### config.mk
export PLATFORM = sky130hd
export DESIGN_NAME = bsc_outq
export DESIGN_NICKNAME = d
export VERILOG_FILES = /design/src/design/bsc_pkg.sv /design/src/design/bsc_outq.sv
export SDC_FILE = /design/constraint.sdc
export NUM_CORES = 1
export LEC_CHECK = 0
export CAP_MARGIN = 20
export CORE_UTILIZATION = 56
export DETAILED_ROUTE_END_ITERATION = 12
export DONT_BUFFER_PORTS = 1
export GPL_TIMING_DRIVEN = 0
export PLACE_DENSITY = 0.76
export SLEW_MARGIN = 25
export SYNTH_ARGS = -nofsm -noshare
export SYNTH_HDL_FRONTEND = slang
export SYNTH_SLANG_ARGS = --single-unit
### constraint.sdc
create_clock -name i_clk -period 3.8 [get_ports i_clk]
set_clock_uncertainty 0.2 [all_clocks]
set_input_delay 0.19 -clock i_clk [delete_from_list [all_inputs] [get_ports i_clk]]
set_output_delay 0.19 -clock i_clk [all_outputs]
set_load 0.02 [all_outputs]
### src/design/bsc_pkg.sv
// ----------------------------------------------------------------------------
// bsc_pkg: shared types and constants of the barometric compensation core
// Payload structs, configuration layout, register indexes and helper
// functions for the 32-bit wrapping arithmetic.
// ----------------------------------------------------------------------------
package bsc_pkg;

    localparam int CFG_DATA_W = 48;
    localparam int CFG_IDX_W  = 3;

    // Register indexes of the configuration port.
    typedef enum logic [CFG_IDX_W-1:0] {
        CFG_OSS    = 3'd0,
        CFG_AC123  = 3'd1,
        CFG_AC456  = 3'd2,
        CFG_B12    = 3'd3,
        CFG_MBMCMD = 3'd4
    } t_cfg_idx;

    // Input beat.
    typedef struct packed {
        logic [15:0] raw_temperature;
        logic [23:0] raw_pressure;
    } t_in;

    // Result beat.
    typedef struct packed {
        logic signed [31:0] temperature_tenths;
        logic signed [31:0] pressure_pa;
        logic               divide_error;
        logic               calibration_bad;
    } t_out;

    // Configuration registers as seen by the datapath.
    typedef struct packed {
        logic [1:0]  oss;
        logic [47:0] ac123;
        logic [47:0] ac456;
        logic [31:0] b12;
        logic [47:0] mbmcmd;
    } t_cfg;

    // Classified item handed from the front to the back.
    typedef struct packed {
        logic [15:0] ut;
        logic [31:0] up;
    } t_work;

    // Datasheet constants.
    localparam logic [31:0] C_T_OFS  = 32'd4000;
    localparam logic [31:0] C_P_HALF = 32'd32768;
    localparam logic [31:0] C_P_BASE = 32'd50000;
    localparam logic [31:0] C_K1     = 32'd3038;
    localparam logic [31:0] C_K2     = 32'hFFFF_E343;
    localparam logic [31:0] C_K3     = 32'd3791;
    localparam logic [15:0] C_ALL1   = 16'hFFFF;

    // Arithmetic right shift of a 32-bit word.
    function automatic logic [31:0] sra32(input logic [31:0] v, input int unsigned n);
        return 32'($signed(v) >>> n);
    endfunction

    // Sign extension of a 16-bit coefficient.
    function automatic logic [31:0] sext16(input logic [15:0] w);
        return {{16{w[15]}}, w};
    endfunction

    // A calibration word that reads as all zeros or all ones is suspect.
    function automatic logic bad_word(input logic [15:0] w);
        return (w == 16'h0000) || (w == C_ALL1);
    endfunction

endpackage

### src/design/bsc_outq.sv
// ----------------------------------------------------------------------------
// bsc_outq: result queue
// Two-entry queue between the datapath and the result side.
// ----------------------------------------------------------------------------
module bsc_outq (
    input  logic          i_clk,
    input  logic          i_rst_n,
    input  logic          i_wr,
    input  bsc_pkg::t_out i_item,
    output logic          o_full,
    output logic          empty,
    input  logic          pop,
    output bsc_pkg::t_out o_item
);
    import bsc_pkg::*;

    t_out       r_mem [0:1];
    logic       r_wp;
    logic       r_rp;
    logic [1:0] r_cnt;
    logic       wr;
    logic       rd;

    assign o_full = (r_cnt == 2'd2);
    assign empty  = (r_cnt == 2'd0);
    assign o_item = r_mem[r_rp];
    assign wr     = i_wr && !o_full;
    assign rd     = pop && !empty;

    // Queue storage.
    always_ff @(posedge i_clk) begin
        if (wr) begin
            r_mem[r_wp] <= i_item;
        end
    end

    // Queue pointers and fill count.
    always_ff @(posedge i_clk) begin
        if (!i_rst_n) begin
            r_wp  <= 1'b0;
            r_rp  <= 1'b0;
            r_cnt <= 2'd0;
        end else begin
            if (wr) begin
                r_wp <= !r_wp;
            end
            if (rd) begin
                r_rp <= !r_rp;
            end
            r_cnt <= r_cnt + {1'b0, wr} - {1'b0, rd};
        end
    end

endmodule

Word level (Yosys, flattened, before mapping):

Memory sizes are Yosys's and may differ from the RTL's. A register that Yosys moved wholly into a read port is not among the register bits.
Index checks and enable logic that the tools add are counted.

* $add $sub $neg: 2
* equality and inequality tests: 1
* muxes and demuxes: 4
* reductions and logical operators: 7

Operators by type and width (count)
* 1-bit logical NOT: 4
* 1-bit two-way mux: 4
* 2-bit by 1-bit adder with 2-bit output: 1
* 2-bit == test, second input constant: 1
* 1-bit logical AND: 2
* 2-bit logical NOT: 1
* 2-bit by 1-bit subtractor with 2-bit output: 1

* memories kept: 1
* output and inout port bits: 68
* logic and storage cells: 18
* register bits after elaboration: 4
* bits in writable memories: 132

Memory list
* r_mem: depth 2, width 66, read ports 1, clocked after Yosys merged registers in 1, write ports 1, line bsc_outq.sv:17 `t_out r_mem [0:1];`

Longest topological paths before layout:

* depth in word-level cells: 5
* gate-level depth with buffers: 8
* gate-level depth less buffers: 8

Worst setup path after synthesis:

OpenSTA, ideal clock, no wires.

* kind: register to register
* from: register r_cnt[0]
* to: memory r_mem[0][0] (netlist name) (enable)
* slack: -239 ps
* stages on the path, launching flop included: 4
* buffers on the path: 0
* setup time: 490 ps
* required time: 3110 ps
* period minus slack after synthesis: 4039 ps
* arrival time: 3349 ps
* cells stage by stage: dfxtp_1 -> nand2b_1 -> nand2_1 -> nor2_1

* cells in the longest elaborated chain, start to end: 5

RTL lines
* from (decl): line bsc_outq.sv:20 `logic [1:0] r_cnt;`
* from (signal assigned): line bsc_outq.sv:50 `r_cnt <= r_cnt + {1'b0, wr} - {1'b0, rd};`
* 2-bit == test: line bsc_outq.sv:24 `assign o_full = (r_cnt == 2'd2);`
* 1-bit logical NOT: line bsc_outq.sv:27 `assign wr = i_wr && !o_full;`
* 1-bit logical AND: line bsc_outq.sv:27
* 1-bit two-way mux: line bsc_outq.sv:32 `if (wr) begin`
* 1-bit two-way mux (implied by the code): line bsc_outq.sv:33 `r_mem[r_wp] <= i_item;`
* to (decl): line bsc_outq.sv:17

Every way passes these cells.

Worst setup path after layout:

* from: register r_cnt[0]
* to: memory r_mem[0][62] (netlist name) (enable)

Same word-level chain as after synthesis.

==> flow_summary.toml <==
[run_status]
run_status = "complete, but fails checks"
violations = "design-rule violations"

[place]
dpl-instance-area_sq_mm = 0.00541
port_buffer_cells = 0
preCtsSetupSlack_ps = 1660
gp_congestion = 0.680
placed_wire_length_estimate_um = 5280

[min_path]
min_path_type = "primary input to register"
worst_hold_path.num_cells = 1

[route]
dr.pass1.iters = 10
drt_drc_violations_left = 10
avg_wl_per_cell_um = 21.0
routed_wl_um = 9320
vias = 2439
vias_per_cell = 5.49
drt_first_iter_violations = 79
drt.antenna.violating_nets = 0

[worst_setup_path]
cp_top_family = "simple AND/OR/NAND/NOR gates"
crit_path_start_kind = "register"
slowest_stage = "nor2_4"
crit_path_max_fanout = 19
critical_path_class = "register to register"
crit_cells = 5
worstPathBufferInverterCount = 2
worst_ep_required_time_ps = 3800
crit_arrival_ps = 2180
cpPeakStageDelay_ps = 490
critical_path.most_common_cell = "buf_16"
crit_end_category = "register"
worst_r2r_path_depth = 5
crit_path_cell_trace = "nand2b_1, nand2_1, nor2_4, buf_16, buf_16"

[clock_network]
numCtsBuffers = 17
clk_slew_on_worst_s_h_paths_ps = 60
root_buffer = "clkbuf_8"
cts_buffer_depth = 2
worstSkewPairLatency_ps = 500
tritoncts = "done"
cts.sinks = 137
htree_levels = 4

[synthesis]
syn-cell-area_sq_mm = 0.00516
ys_seq_area_frac = 0.788
yosysWarningCount = 0
syn_avg_cell_area_sq_um = 22.2
synth_fp_nets = 304
postSynthCellCount = 232
yosysUniqueCellTypes = 18
synth_seq_cells = 137

[global_routing]
gr-usage-all-layers = 0.205
grt_remaining_overflow = 0
wire_length_of_the_first_global_routing_pass_um = 14200
grt_start_max_net_pins = 38
antenna_violations_before_repair = 0
vias_in_the_first_global_route = 2707

[sta]
postLayoutSetupSlackWorst_ps = 1620
worst_pin_slew_ps = 557
final_hold_viols = 0
post-route-period-util = 0.572
rsz0062_at_grt = "no"
slew_headroom = 0.628
timing.final.crit_period_ps = 2180
report.final.slew_viol_count = 0
max_freq_mhz = 460
setup-violations-final = 0

[final_layout]
layout.area.seq_sq_mm = 0.00406
antenna_cells = 0
final_area_sq_mm = 0.00671
final.fill_count = 478
multi_input_area_sq_mm = 0.00103
fraction_of_layout_instances_using_a_drive_strength_above_1 = 0.327
final_util = 0.762
fin_nets = 396
area_delta_synth_final_pct = 30.1

[power]
power.static_leakage_nw = 2.40
power_density_mw_per_mm2 = 755
vdd_ir_drop_max_mv = 0.589

[floorplan]
fp.dieArea_sq_mm = 0.00960
ioPinCount = 138
rows = 34
die_width_um = 98.0
floorplan.core_area_sq_mm = 0.00881
initial_core_util = 0.586
chipHeight_um = 98.0

[job]
cap_violations = 0
## final cells by class
type,instances,area share
inverter,3,0.00168
tap,108,0.0201
timing repair buffer,73,0.118
clock inverter,14,0.0293
buffer,7,0.00988
multi-input combinational,85,0.153
clock buffer,17,0.0617
sequential,137,0.606
## placed cells by master, fill, tap and decap left out
master and count:
nor2_1 4, nor3_1 1, buf_6 5, and3_4 1
nand2b_1 2, dlygate4sd3_1 69, inv_1 3, buf_2 2
mux2_2 26, clkinv_2 2, xor2_1 1, buf_12 1
mux2i_1 1, bufinv_16 4, clkbuf_8 1, ha_1 2
clkinvlp_4 3, buf_16 3, clkinv_4 3, dfxtp_1 5
mux2_4 40, clkbuf_16 16, edfxtp_1 132, xnor2_1 1
inv_6 2, and2_1 2, nand2_1 2, nor2_4 1
o21a_1 1
## worst paths after layout
check                                          from                      to  slack [ps]
worst max-delay path            r_cnt[0]$_SDFF_PN0_  r_mem[0][62]$_DFFE_PP_        1620
worst min-delay path                     i_item[11]  r_mem[1][11]$_DFFE_PP_         140
worst max register to register  r_cnt[0]$_SDFF_PN0_  r_mem[0][62]$_DFFE_PP_        1620
worst min register to register    r_rp$_SDFFE_PN0P_                register         370
## flip-flops by register name (all words and copies together) (netlist names), named ones only
register / flops
r_cnt: 2
r_wp: 1
r_mem: 132
r_rp: 1
## cell usage after synthesis
cell | n | share of area
xnor2_1 | 1 | 0.0017
o21a_1 | 1 | 0.0015
and3_1 | 1 | 0.0012
mux2i_1 | 1 | 0.0019
mux2_4 | 40 | 0.12
buf_6 | 5 | 0.011
mux2_2 | 26 | 0.057
ha_1 | 2 | 0.0049
inv_1 | 3 | 0.0022
nor3_1 | 1 | 0.00097
nor2_1 | 5 | 0.0036
nand2b_1 | 2 | 0.0024
dfxtp_1 | 5 | 0.019
xor2_1 | 1 | 0.0017
and2_1 | 2 | 0.0024
edfxtp_1 | 132 | 0.77
buf_2 | 2 | 0.0019
nand2_1 | 2 | 0.0015
## routing by layer
layer / track usage / vias up / wire, um / share of wire
met1: 0.211 / 1219 / 3340 / 0.36
met4: 0.0793 / 0 / 188 / 0.020
met3: 0.0888 / 20 / 718 / 0.077
met5: 0 / - / 0 / 0
li1: - / 1093 / - / -
met2: 0.368 / 107 / 5080 / 0.54
## report_power, final
| part | leakage, nW | switching, mW | internal, mW |
|---|---|---|---|
| clock network | 0.291 | 0.607 | 1.07 |
| logic | 0.840 | 0.808 | 0.558 |
| registers | 1.27 | 0.0759 | 1.95 |
| total | 2.40 | 1.49 | 3.57 |
## worst reg2reg max path, stage by stage (launching register included)
cell	delay (ps)
dfxtp_1	380
nand2b_1	200
nand2_1	190
nor2_4	490
buf_16	240
buf_16	180
## cell families after synthesis
| kind of cell | Yosys count | share of synthesized area |
|---|---|---|
| DFF | 137 | 0.788 |
| muxes | 67 | 0.175 |
| and+or+nand+nor | 13 | 0.0121 |
| buffers and inverters | 10 | 0.0150 |
| xor gates and xnor gates | 2 | 0.00340 |
| adders and majority gates | 2 | 0.00485 |
| AOI/OAI and AO/OA | 1 | 0.00146 |
## per-stage QoR
stage / power [mW] / TNS, ps / hold slack [ps] / instances
floorplan: 3.10 / 0 / 88.9 / 232
global placement: 3.26 / -3930 / 88.9 / 340
detailed placement: 3.34 / 0 / 88.9 / 344
CTS: 5.09 / 0 / 106 / 444
global route: 5.23 / 0 / 110 / 444
finish: 5.06 / 0 / 139 / 444
## repair_timing
action,CTS,global route
endpoints found under the hold margin,181,0
setup buffers,0,0
resized for setup,0,0
hold buffers,69,0
No activity file was read; power rests on OpenSTA's default activity.
