==> src/design/bsc_pkg.sv <==
// ----------------------------------------------------------------------------
// bsc_pkg: shared types and constants of the barometric compensation core
// Payload structs, configuration layout, register indexes and helper
// functions for the 32-bit wrapping arithmetic.
// ----------------------------------------------------------------------------
package bsc_pkg;

    localparam int CFG_DATA_W = 48;
    localparam int CFG_IDX_W  = 3;

    // Register indexes of the configuration port.
    typedef enum logic [CFG_IDX_W-1:0] {
        CFG_OSS    = 3'd0,
        CFG_AC123  = 3'd1,
        CFG_AC456  = 3'd2,
        CFG_B12    = 3'd3,
        CFG_MBMCMD = 3'd4
    } t_cfg_idx;

    // Input beat.
    typedef struct packed {
        logic [15:0] raw_temperature;
        logic [23:0] raw_pressure;
    } t_in;

    // Result beat.
    typedef struct packed {
        logic signed [31:0] temperature_tenths;
        logic signed [31:0] pressure_pa;
        logic               divide_error;
        logic               calibration_bad;
    } t_out;

    // Configuration registers as seen by the datapath.
    typedef struct packed {
        logic [1:0]  oss;
        logic [47:0] ac123;
        logic [47:0] ac456;
        logic [31:0] b12;
        logic [47:0] mbmcmd;
    } t_cfg;

    // Classified item handed from the front to the back.
    typedef struct packed {
        logic [15:0] ut;
        logic [31:0] up;
    } t_work;

    // Datasheet constants.
    localparam logic [31:0] C_T_OFS  = 32'd4000;
    localparam logic [31:0] C_P_HALF = 32'd32768;
    localparam logic [31:0] C_P_BASE = 32'd50000;
    localparam logic [31:0] C_K1     = 32'd3038;
    localparam logic [31:0] C_K2     = 32'hFFFF_E343;
    localparam logic [31:0] C_K3     = 32'd3791;
    localparam logic [15:0] C_ALL1   = 16'hFFFF;

    // Arithmetic right shift of a 32-bit word.
    function automatic logic [31:0] sra32(input logic [31:0] v, input int unsigned n);
        return 32'($signed(v) >>> n);
    endfunction

    // Sign extension of a 16-bit coefficient.
    function automatic logic [31:0] sext16(input logic [15:0] w);
        return {{16{w[15]}}, w};
    endfunction

    // A calibration word that reads as all zeros or all ones is suspect.
    function automatic logic bad_word(input logic [15:0] w);
        return (w == 16'h0000) || (w == C_ALL1);
    endfunction

endpackage

==> src/design/bsc_front.sv <==
// ----------------------------------------------------------------------------
// bsc_front: input side of the compensation core
// Accepts raw beats into a two-entry queue and applies the oversampling
// shift to the pressure reading on the way in.
// ----------------------------------------------------------------------------
module bsc_front (
    input  logic          i_clk,
    input  logic          i_rst_n,
    input  bsc_pkg::t_cfg i_cfg,
    input  logic          push,
    input  bsc_pkg::t_in  i_in_data,
    output logic          full,
    output logic          o_valid,
    output bsc_pkg::t_work o_work,
    input  logic          i_take
);
    import bsc_pkg::*;

    t_work      r_mem [0:1];
    logic       r_wp;
    logic       r_rp;
    logic [1:0] r_cnt;
    logic       wr;
    logic       rd;
    logic [3:0] sh;
    t_work      cls;

    // Classify the incoming beat: pressure is right-aligned by 8 - oss.
    always_comb begin
        sh     = 4'd8 - {2'b00, i_cfg.oss};
        cls.ut = i_in_data.raw_temperature;
        cls.up = {8'h00, i_in_data.raw_pressure} >> sh;
    end

    assign full    = (r_cnt == 2'd2);
    assign o_valid = (r_cnt != 2'd0);
    assign o_work  = r_mem[r_rp];
    assign wr      = push && !full;
    assign rd      = i_take && o_valid;

    // Queue storage.
    always_ff @(posedge i_clk) begin
        if (wr) begin
            r_mem[r_wp] <= cls;
        end
    end

    // Queue pointers and fill count.
    always_ff @(posedge i_clk) begin
        if (!i_rst_n) begin
            r_wp  <= 1'b0;
            r_rp  <= 1'b0;
            r_cnt <= 2'd0;
        end else begin
            if (wr) begin
                r_wp <= !r_wp;
            end
            if (rd) begin
                r_rp <= !r_rp;
            end
            r_cnt <= r_cnt + {1'b0, wr} - {1'b0, rd};
        end
    end

endmodule

==> config.mk <==
export PLATFORM = sky130hd
export DESIGN_NAME = bsc_front
export DESIGN_NICKNAME = d
export VERILOG_FILES = /design/src/design/bsc_pkg.sv /design/src/design/bsc_front.sv
export SDC_FILE = /design/constraint.sdc
export NUM_CORES = 1
export LEC_CHECK = 0
export ABC_AREA = 1
export BUFFER_PORTS_ARGS = -buffer_cell sky130_fd_sc_hd__clkbuf_2
export CORE_ASPECT_RATIO = 0.7
export CORE_MARGIN = 3
export CORE_UTILIZATION = 37
export DETAILED_ROUTE_END_ITERATION = 8
export PLACE_DENSITY = 0.83
export SETUP_SLACK_MARGIN = 0.1
export SLEW_MARGIN = 20
export SYNTH_ARGS = -nofsm -noshare
export SYNTH_HDL_FRONTEND = slang
export SYNTH_SLANG_ARGS = --single-unit
==> constraint.sdc <==
create_clock -name i_clk -period 2.7 [get_ports i_clk]
set_clock_uncertainty 0.15 [all_clocks]
set_input_delay 0.135 -clock i_clk [delete_from_list [all_inputs] [get_ports i_clk]]
set_output_delay 0.135 -clock i_clk [all_outputs]
set_load 0.005 [all_outputs]
Word-level counts from Yosys, hierarchy flattened
Memory sizes are Yosys's and may differ from the RTL's. A register that Yosys moved wholly into a read port is not among the register bits.
Cells that the tools add are included.
- $add $sub $neg: 3
- equal/unequal tests: 1
- shifts and indexed selects: 1
- multiplexer cells: 4
- reductions and logical operators: 6
- operators with widths (operator ; number):
    $shr A24 B4 Y32 ; 1
    $mux W1 ; 4
    $sub A4 B2 Y4 const A ; 1
    $logic_not A1 Y1 ; 3
    $add A2 B1 Y2 ; 1
    $eq A2 B2 Y1 const B ; 1
    $logic_and A1 B1 Y1 ; 2
    $reduce_bool A2 Y1 ; 1
    $sub A2 B1 Y2 ; 1
- flip-flop bits (word level): 4
- RAM bits: 96
- output and inout port bits: 50
- word-level logic and storage cells: 19
- memories: 1
- memory list (memory ; depth ; bits a word ; read ports ; clocked after memory_dff ; write ports ; RTL line ; text):
    r_mem ; 2 ; 48 ; 1 ; 1 ; 1 ; bsc_front.sv:19 ; t_work r_mem [0:1];

Longest topological paths before layout
Gate-level depths: netlist of the first run.
- depth in word-level cells: 5
- depth in mapped cells: 11
- mapped depth without buffers: 11

Worst setup path before layout of the first run
No wires, ideal clock.
- kind: reg2reg
- start: register r_cnt[0]
- end: memory r_mem[0][0] (netlist bit), enable pin
- arrival time: 2.245 ns
- data required time: 2.113 ns
- slack: -0.132 ns
- cell stages (with the launch flop): 5
- buffers on the path: 0
- period minus slack after synthesis: 2.832 ns
- cell sequence: dfxtp_1 inv_1 nand2_1 nand2_1 nor2_1
- word-level cells in the longest chain between the ends: 5
- ends and longest elaborated chain (what ; RTL line ; text):
    start, declared ; bsc_front.sv:22 ; logic [1:0] r_cnt;
    start signal, assigned ; bsc_front.sv:61 ; r_cnt <= r_cnt + {1'b0, wr} - {1'b0, rd};
    $eq A2 B2 Y1 ; bsc_front.sv:35 ; assign full = (r_cnt == 2'd2);
    $logic_not A1 Y1 ; bsc_front.sv:38 ; assign wr = push && !full;
    $logic_and A1 B1 Y1 ; bsc_front.sv:38 ;
    $mux W1 ; bsc_front.sv:43 ; if (wr) begin
    $mux W1 (not written as such) ; bsc_front.sv:44 ; r_mem[r_wp] <= cls;
    end, declared ; bsc_front.sv:19 ;
Every way passes these cells.

==> results_dict.tcl, run 1 <==
set metrics [dict create \
    synth_xor_area_frac 0 \
    htree_levels 3 \
    worst_pin_slew_ns 0.6389 \
    fillers 873 \
    ys_top_cells_by_area "edfxtp_1 (62%), mux2_2 (12%), nand3_1 (8.7%)" \
    ys_seq_area_frac 0.6408 \
    power_density_nw_per_um2 816.2 \
    path_class "flip-flop to primary output" \
    yosysTopAreaCellShare 0.6152 \
    hold_buffers 19 \
    drv_slew 0 \
    insertion_delay_ns 0.34 \
    crit_path_start_kind "flip-flop" \
    synth_compound_area_frac 0.004486 \
    cts_buffer_depth 2 \
    grt_pass1_vias 2809 \
    wire_per_inst_microns 14.97 \
    fmax_ghz 0.4922 \
    synth_top_family_by_area "simple AND/OR/NAND/NOR gates" \
    cp_max_fo 21 \
    hp-start "i_in_data[23]" \
    die_y_microns 91.95 \
    place_area_sq_um 4437 \
    dp.final_hpwl_mm 5.940 \
    endpoint_kind "primary output" \
    grt-ovfl-total 0 \
    track_usage 0.1469 \
    syn-cell-area_sq_um 3905 \
    rsz0062_at_grt "false" \
    ir_drop_mv 0.3654 \
    fin_setup_tns_ns 0 \
    die_area_sq_um 11840 \
    die_x_microns 128.8 \
    postSynthAreaPerCell_sq_um 12.36 \
    antenna_found_initial 0 \
    rr_startpoint "r_cnt[0]" \
    start_util 0.3911 \
    synth_warnings 0 \
    cts-buffers-inserted 9 \
    synth.area.mux_share 0.1153 \
    grt_max_degree 27 \
    finalWirelength_mm 8.414 \
    cts_resized 0 \
    synth.most_common_cell "edfxtp_1" \
    cap_violations 0 \
    synthDistinctLibCells 19 \
    cts_tree "done" \
    yosys_most_used_dff "edfxtp_1" \
    grt_pass1_wl_mm 13.48 \
    drc 0 \
    ys_ff_latch 85 \
    stdcell_area_sq_um 4920 \
    synth_top_cell_by_area "edfxtp_1" \
    timing_hold_violations_final 0 \
    vias 2732 \
    ys_top_cells_by_count "edfxtp_1 (80), nand2_1 (69), nand3_1 (68), mux2_2 (40)" \
    clockRootBuffer "clkbuf_16" \
    cts_sinks 85 \
    stdcell_count 562 \
    core_area_sq_um 9985 \
    first_iter_violations 196 \
    synth_fa_ha_area_frac 0.009612 \
    drive_above_1_share 0.3456 \
    arrival_ns 1.75 \
    num_antenna_cells 0 \
    async_flop_share 0 \
    synth-simple-area-share 0.1676 \
    crit_required_ns 2.41 \
    setup_viol 0 \
    rows 30 \
    drtPass1Iterations 5 \
    status "completed" \
    place_inst 527 \
    ant_nets 0 \
    slew_headroom 0.5736 \
    syn_to_final_growth_pct 25.99 \
    hp-class "input pin to flip-flop" \
    io_pins 272 \
    clkTransAtPathRegs_ns 0.07 \
    min_period_ns 2.032 \
    port_buffers 83 \
    netlist_instances 316 \
    synth_edf_count 80 \
    cts_post_setup_buffers_inserted 0 \
    layout.nets 654 \
    period_share 0.7525 \
    routed_via_density 4.861 \
    p_leak_uw 0.002049 \
    gp_congestion 0.8485 \
]
cell families (layout without fill, tap and decap cells):
logic type / after synthesis / in the layout
and+or+nand+nor: 149 / 149
DFF: 85 / 85
muxes: 40 / 40
buffers and inverters: 35 / 138
adders and majority gates: 3 / 3
AOI/OAI and AO/OA: 3 / 3
other: 1 / 16
per-layer routing:
| metal | GRT usage | vias to the layer above | share of wire |
|---|---|---|---|
| met4 | 0.04720 | 0 | 0.011 |
| met3 | 0.04482 | 9 | 0.072 |
| li1 | - | 1333 | - |
| met1 | 0.1804 | 1268 | 0.43 |
| met5 | 0 | - | 0 |
| met2 | 0.2470 | 122 | 0.49 |
final timing paths:
kind                                endpoint  slack (ns)  cells past startpoint
worst max-delay path               o_work[4]        0.67                      3
worst min-delay path            r_mem[1][15]        0.07                      3
worst max register to register   r_mem[1][9]        0.89                      5
worst min register to register     flip-flop        0.36                      2
area by class of cell:
type                    count  area (sq um)  share of cell area
flip-flops and latches     85          2504              0.5089
clock buffers               9         225.2             0.04578
repair buffers            110         690.7              0.1404
well taps                 128         160.2             0.03255
clock inverters             7         67.56             0.01373
inverters                  12         45.04            0.009156
multi-input cells         211          1227              0.2495
sequential cells by signal (all words and copies together), names as in the netlist, named ones only:
signal,flops
r_cnt,2
r_mem,80
r_rp,1
r_wp,1
power by group:
group | switching [uW] | internal (uW)
sequential | 93.3 | 1710
combinational | 544 | 501
clock | 529 | 643
total | 1170 | 2850
cell usage in the layout (no fill, tap or decap), types with 2 or more instances in the layout:
master / count
clkbuf_2: 83
edfxtp_1: 80
nand2_1: 69
nand3_1: 68
mux2_2: 40
dlygate4sd3_1: 19
conb_1: 16
inv_1: 12
clkbuf_16: 9
nor2_1: 8
buf_4: 6
dfxtp_1: 4
ha_1: 3
clkinvlp_4: 3
a21oi_1: 2
inv_6: 2
buf_12: 2
through the flow:
step | total power, uW | hold WS, ns | utilization | setup WS, ns
floorplan | 2444 | 0.07845 | - | 0.5289
global placement | 2823 | 0.1758 | 0.4444 | 0.5842
detailed placement | 2865 | 0.1790 | 0.4444 | 0.4800
CTS | 4063 | 0.06372 | 0.4927 | 0.6400
global route | 4239 | 0.09424 | 0.4927 | 0.5986
finish | 4015 | 0.06820 | 0.4927 | 0.6683
worst max-delay path, stage by stage, from the launching register on:
cell	delay [ns]
dfxtp_2	0.66
buf_12	0.24
mux2_2	0.37
clkbuf_2	0.12
(Power assumes the default switching activity.)
==> inputs of run 2 (changes only) <==
==> constraint.sdc (replaced) <==
create_clock -name i_clk -period 1.8 [get_ports i_clk]
set_clock_uncertainty 0.15 [all_clocks]
set_input_delay 0.09 -clock i_clk [delete_from_list [all_inputs] [get_ports i_clk]]
set_output_delay 0.09 -clock i_clk [all_outputs]
set_load 0.005 [all_outputs]
==> results_dict.tcl, run 2 (synthesized netlist as in run 1, its figures left out) <==
set metrics [dict create \
    layout.nets 659 \
    clockPowerShare 0.300 \
    hp-class "input pin to flip-flop" \
    rows 30 \
    power_density_nw_per_um2 1242 \
    reg2regPathDepth 11 \
    status "completed" \
    syn_to_final_growth_pct 27.88 \
    path_cells "buf_6 -> mux2_2 -> clkbuf_2" \
    path_class "flip-flop to primary output" \
    sequentialPowerShare 0.427 \
    rsz0062_at_grt "true" \
    num_antenna_cells 0 \
    cts_tree "done" \
    start_util 0.3911 \
    final_common_cell "clkbuf_2" \
    antenna_found_initial 0 \
    cap_violations 0 \
    vias 2821 \
    endpoint_kind "primary output" \
    fmax_ghz 0.5975 \
    r2r-end "r_cnt[1]" \
    die_y_microns 91.95 \
    stdcell_area_sq_um 4994 \
    fin_setup_tns_ns 0 \
    port_buffers 83 \
    io_pins 272 \
    slowest_delay_ns 0.40 \
    largestRegisters "r_mem x80, r_cnt x2" \
    hp-start "i_in_data[23]" \
    timing_hold_violations_final 0 \
    critPathTopFamily "multiplexers" \
    clockRootBuffer "clkbuf_16" \
    dp.final_hpwl_mm 5.914 \
    p_total_uw 6204 \
    drv_slew 0 \
    routed_via_density 4.975 \
    drive_above_1_share 0.3667 \
    p_leak_uw 0.002082 \
    die_x_microns 128.8 \
    ant_nets 0 \
    drc 0 \
    reg2reg_slack_ns 0.13 \
    p_switching_uw 1763 \
    setup_viol 0 \
    track_usage 0.1492 \
    cts_buffer_depth 2 \
    path_buf_inv 2 \
    slew_headroom 0.6609 \
    drtPass1Iterations 4 \
    worst_pin_slew_ns 0.5081 \
    crit_required_ns 1.56 \
    hold_depth 3 \
    wire_per_inst_microns 15.47 \
    clkTransAtPathRegs_ns 0.06 \
    insertion_delay_ns 0.34 \
    min_to "r_mem[1][15]" \
    htree_levels 3 \
    cp_slowest_cell "mux2_2" \
    gp_congestion 0.9105 \
    grt_pass1_wl_mm 13.77 \
    die_area_sq_um 11840 \
    largest_register_ffs 80 \
    first_iter_violations 168 \
    switching_share 0.2841 \
    combPwrFrac 0.273 \
    grt_pass1_vias 2784 \
    cts-buffers-inserted 9 \
    final_cell_mix "clkbuf_2 (83), edfxtp_1 (80), nand3_1 (68)" \
    grt_max_degree 22 \
    min_period_ns 1.674 \
    finalWirelength_mm 8.771 \
    cts_sinks 85 \
    grt-ovfl-total 0 \
    p_int_uw 4442 \
    rr_startpoint "r_cnt[0]" \
    core_area_sq_um 9985 \
    arrival_ns 1.43 \
    cp_max_fo 21 \
    period_share 0.9298 \
    crit_path_start_kind "flip-flop" \
    top_register "r_mem" \
    ir_drop_mv 0.5884 \
    place_area_sq_um 4477 \
]
[run 2: cell types whose count changed in the layout (fill, tap and decap cells not counted), moves of 2 or more]
| cell | delta |
|---|---|
| buf_6 | +2 |
| nand2_2 | +3 |
| nand2_1 | -3 |
| buf_4 | +3 |
[run 2: layout make-up]
type	instances	area (sq um)
Clock buffer	9	225.2
Clock inverter	7	80.08
Fill cell	873	4991
Inverter	12	48.80
Multi-Input combinational cell	211	1239
Sequential cell	85	2505
Tap cell	128	160.2
Timing Repair Buffer	115	735.7
[run 2: worst max-delay path by stage]
stage / start / end / slack (ns) / cells after the start
global placement: r_cnt[0] / r_cnt[1] / 0.20 / 10
detailed placement: r_cnt[0] / r_cnt[1] / 0.15 / 10
finish: flip-flop / o_work[4] / 0.13 / 3
global route: r_cnt[0] / r_cnt[1] / 0.03 / 11
floorplan: r_cnt[0] / r_mem[0][0] / 0.10 / 4
CTS: flip-flop / o_work[41] / 0.10 / 3
[run 2: power by group through the flow]
stage / Combinational, uW / Sequential (uW) / Clock (uW)
3_5_place_dp: 1630 / 2690 / 0
2_1_floorplan: 1010 / 2670 / 0
4_1_cts: 1670 / 2650 / 1900
3_3_place_gp: 1580 / 2670 / 0
6_report: 1690 / 2650 / 1860
5_1_grt: 1840 / 2670 / 2020
[run 2: routing by layer]
metal  track usage  routed length (microns)  vias to the layer above
li1              -                        -                     1343
met1        0.1917                     3826                     1320
met4       0.05944                      166                        0
met5             0                        0                        -
met2        0.2349                     4074                      143
met3       0.04657                      702                       15
[run 2: timing repair]
item	4_1_cts	5_1_grt
setup buffers	0	1
setup endpoints to repair	21	20
hold endpoints to repair	37	0
hold buffers	19	0
resized for setup	1	3
[run 2: through the flow]
| stage | hold WS (ns) | instances | worst slack, ns | util |
|---|---|---|---|---|
| final | 0.03201 | 567 | 0.1263 | 0.5001 |
| after floorplan | 0.03342 | 331 | 0.1014 | - |
| after global routing | 0.04064 | 567 | 0.02975 | 0.5001 |
| after CTS | 0.007453 | 566 | 0.1036 | 0.4984 |
| after global placement | 0.1309 | 531 | 0.1969 | 0.4484 |
| after detailed placement | 0.1322 | 531 | 0.1479 | 0.4484 |
[run 2: worst reg2reg max path: stages, from the launching register on]
cell and delay [ns]:
dfxtp_2 0.35, inv_1 0.06, nand2_2 0.09, nand2_2 0.09, ha_1 0.30, inv_1 0.07
ha_1 0.16, inv_1 0.05, nand2_2 0.07, nand3_1 0.09, nand2_1 0.07, nor2_1 0.04
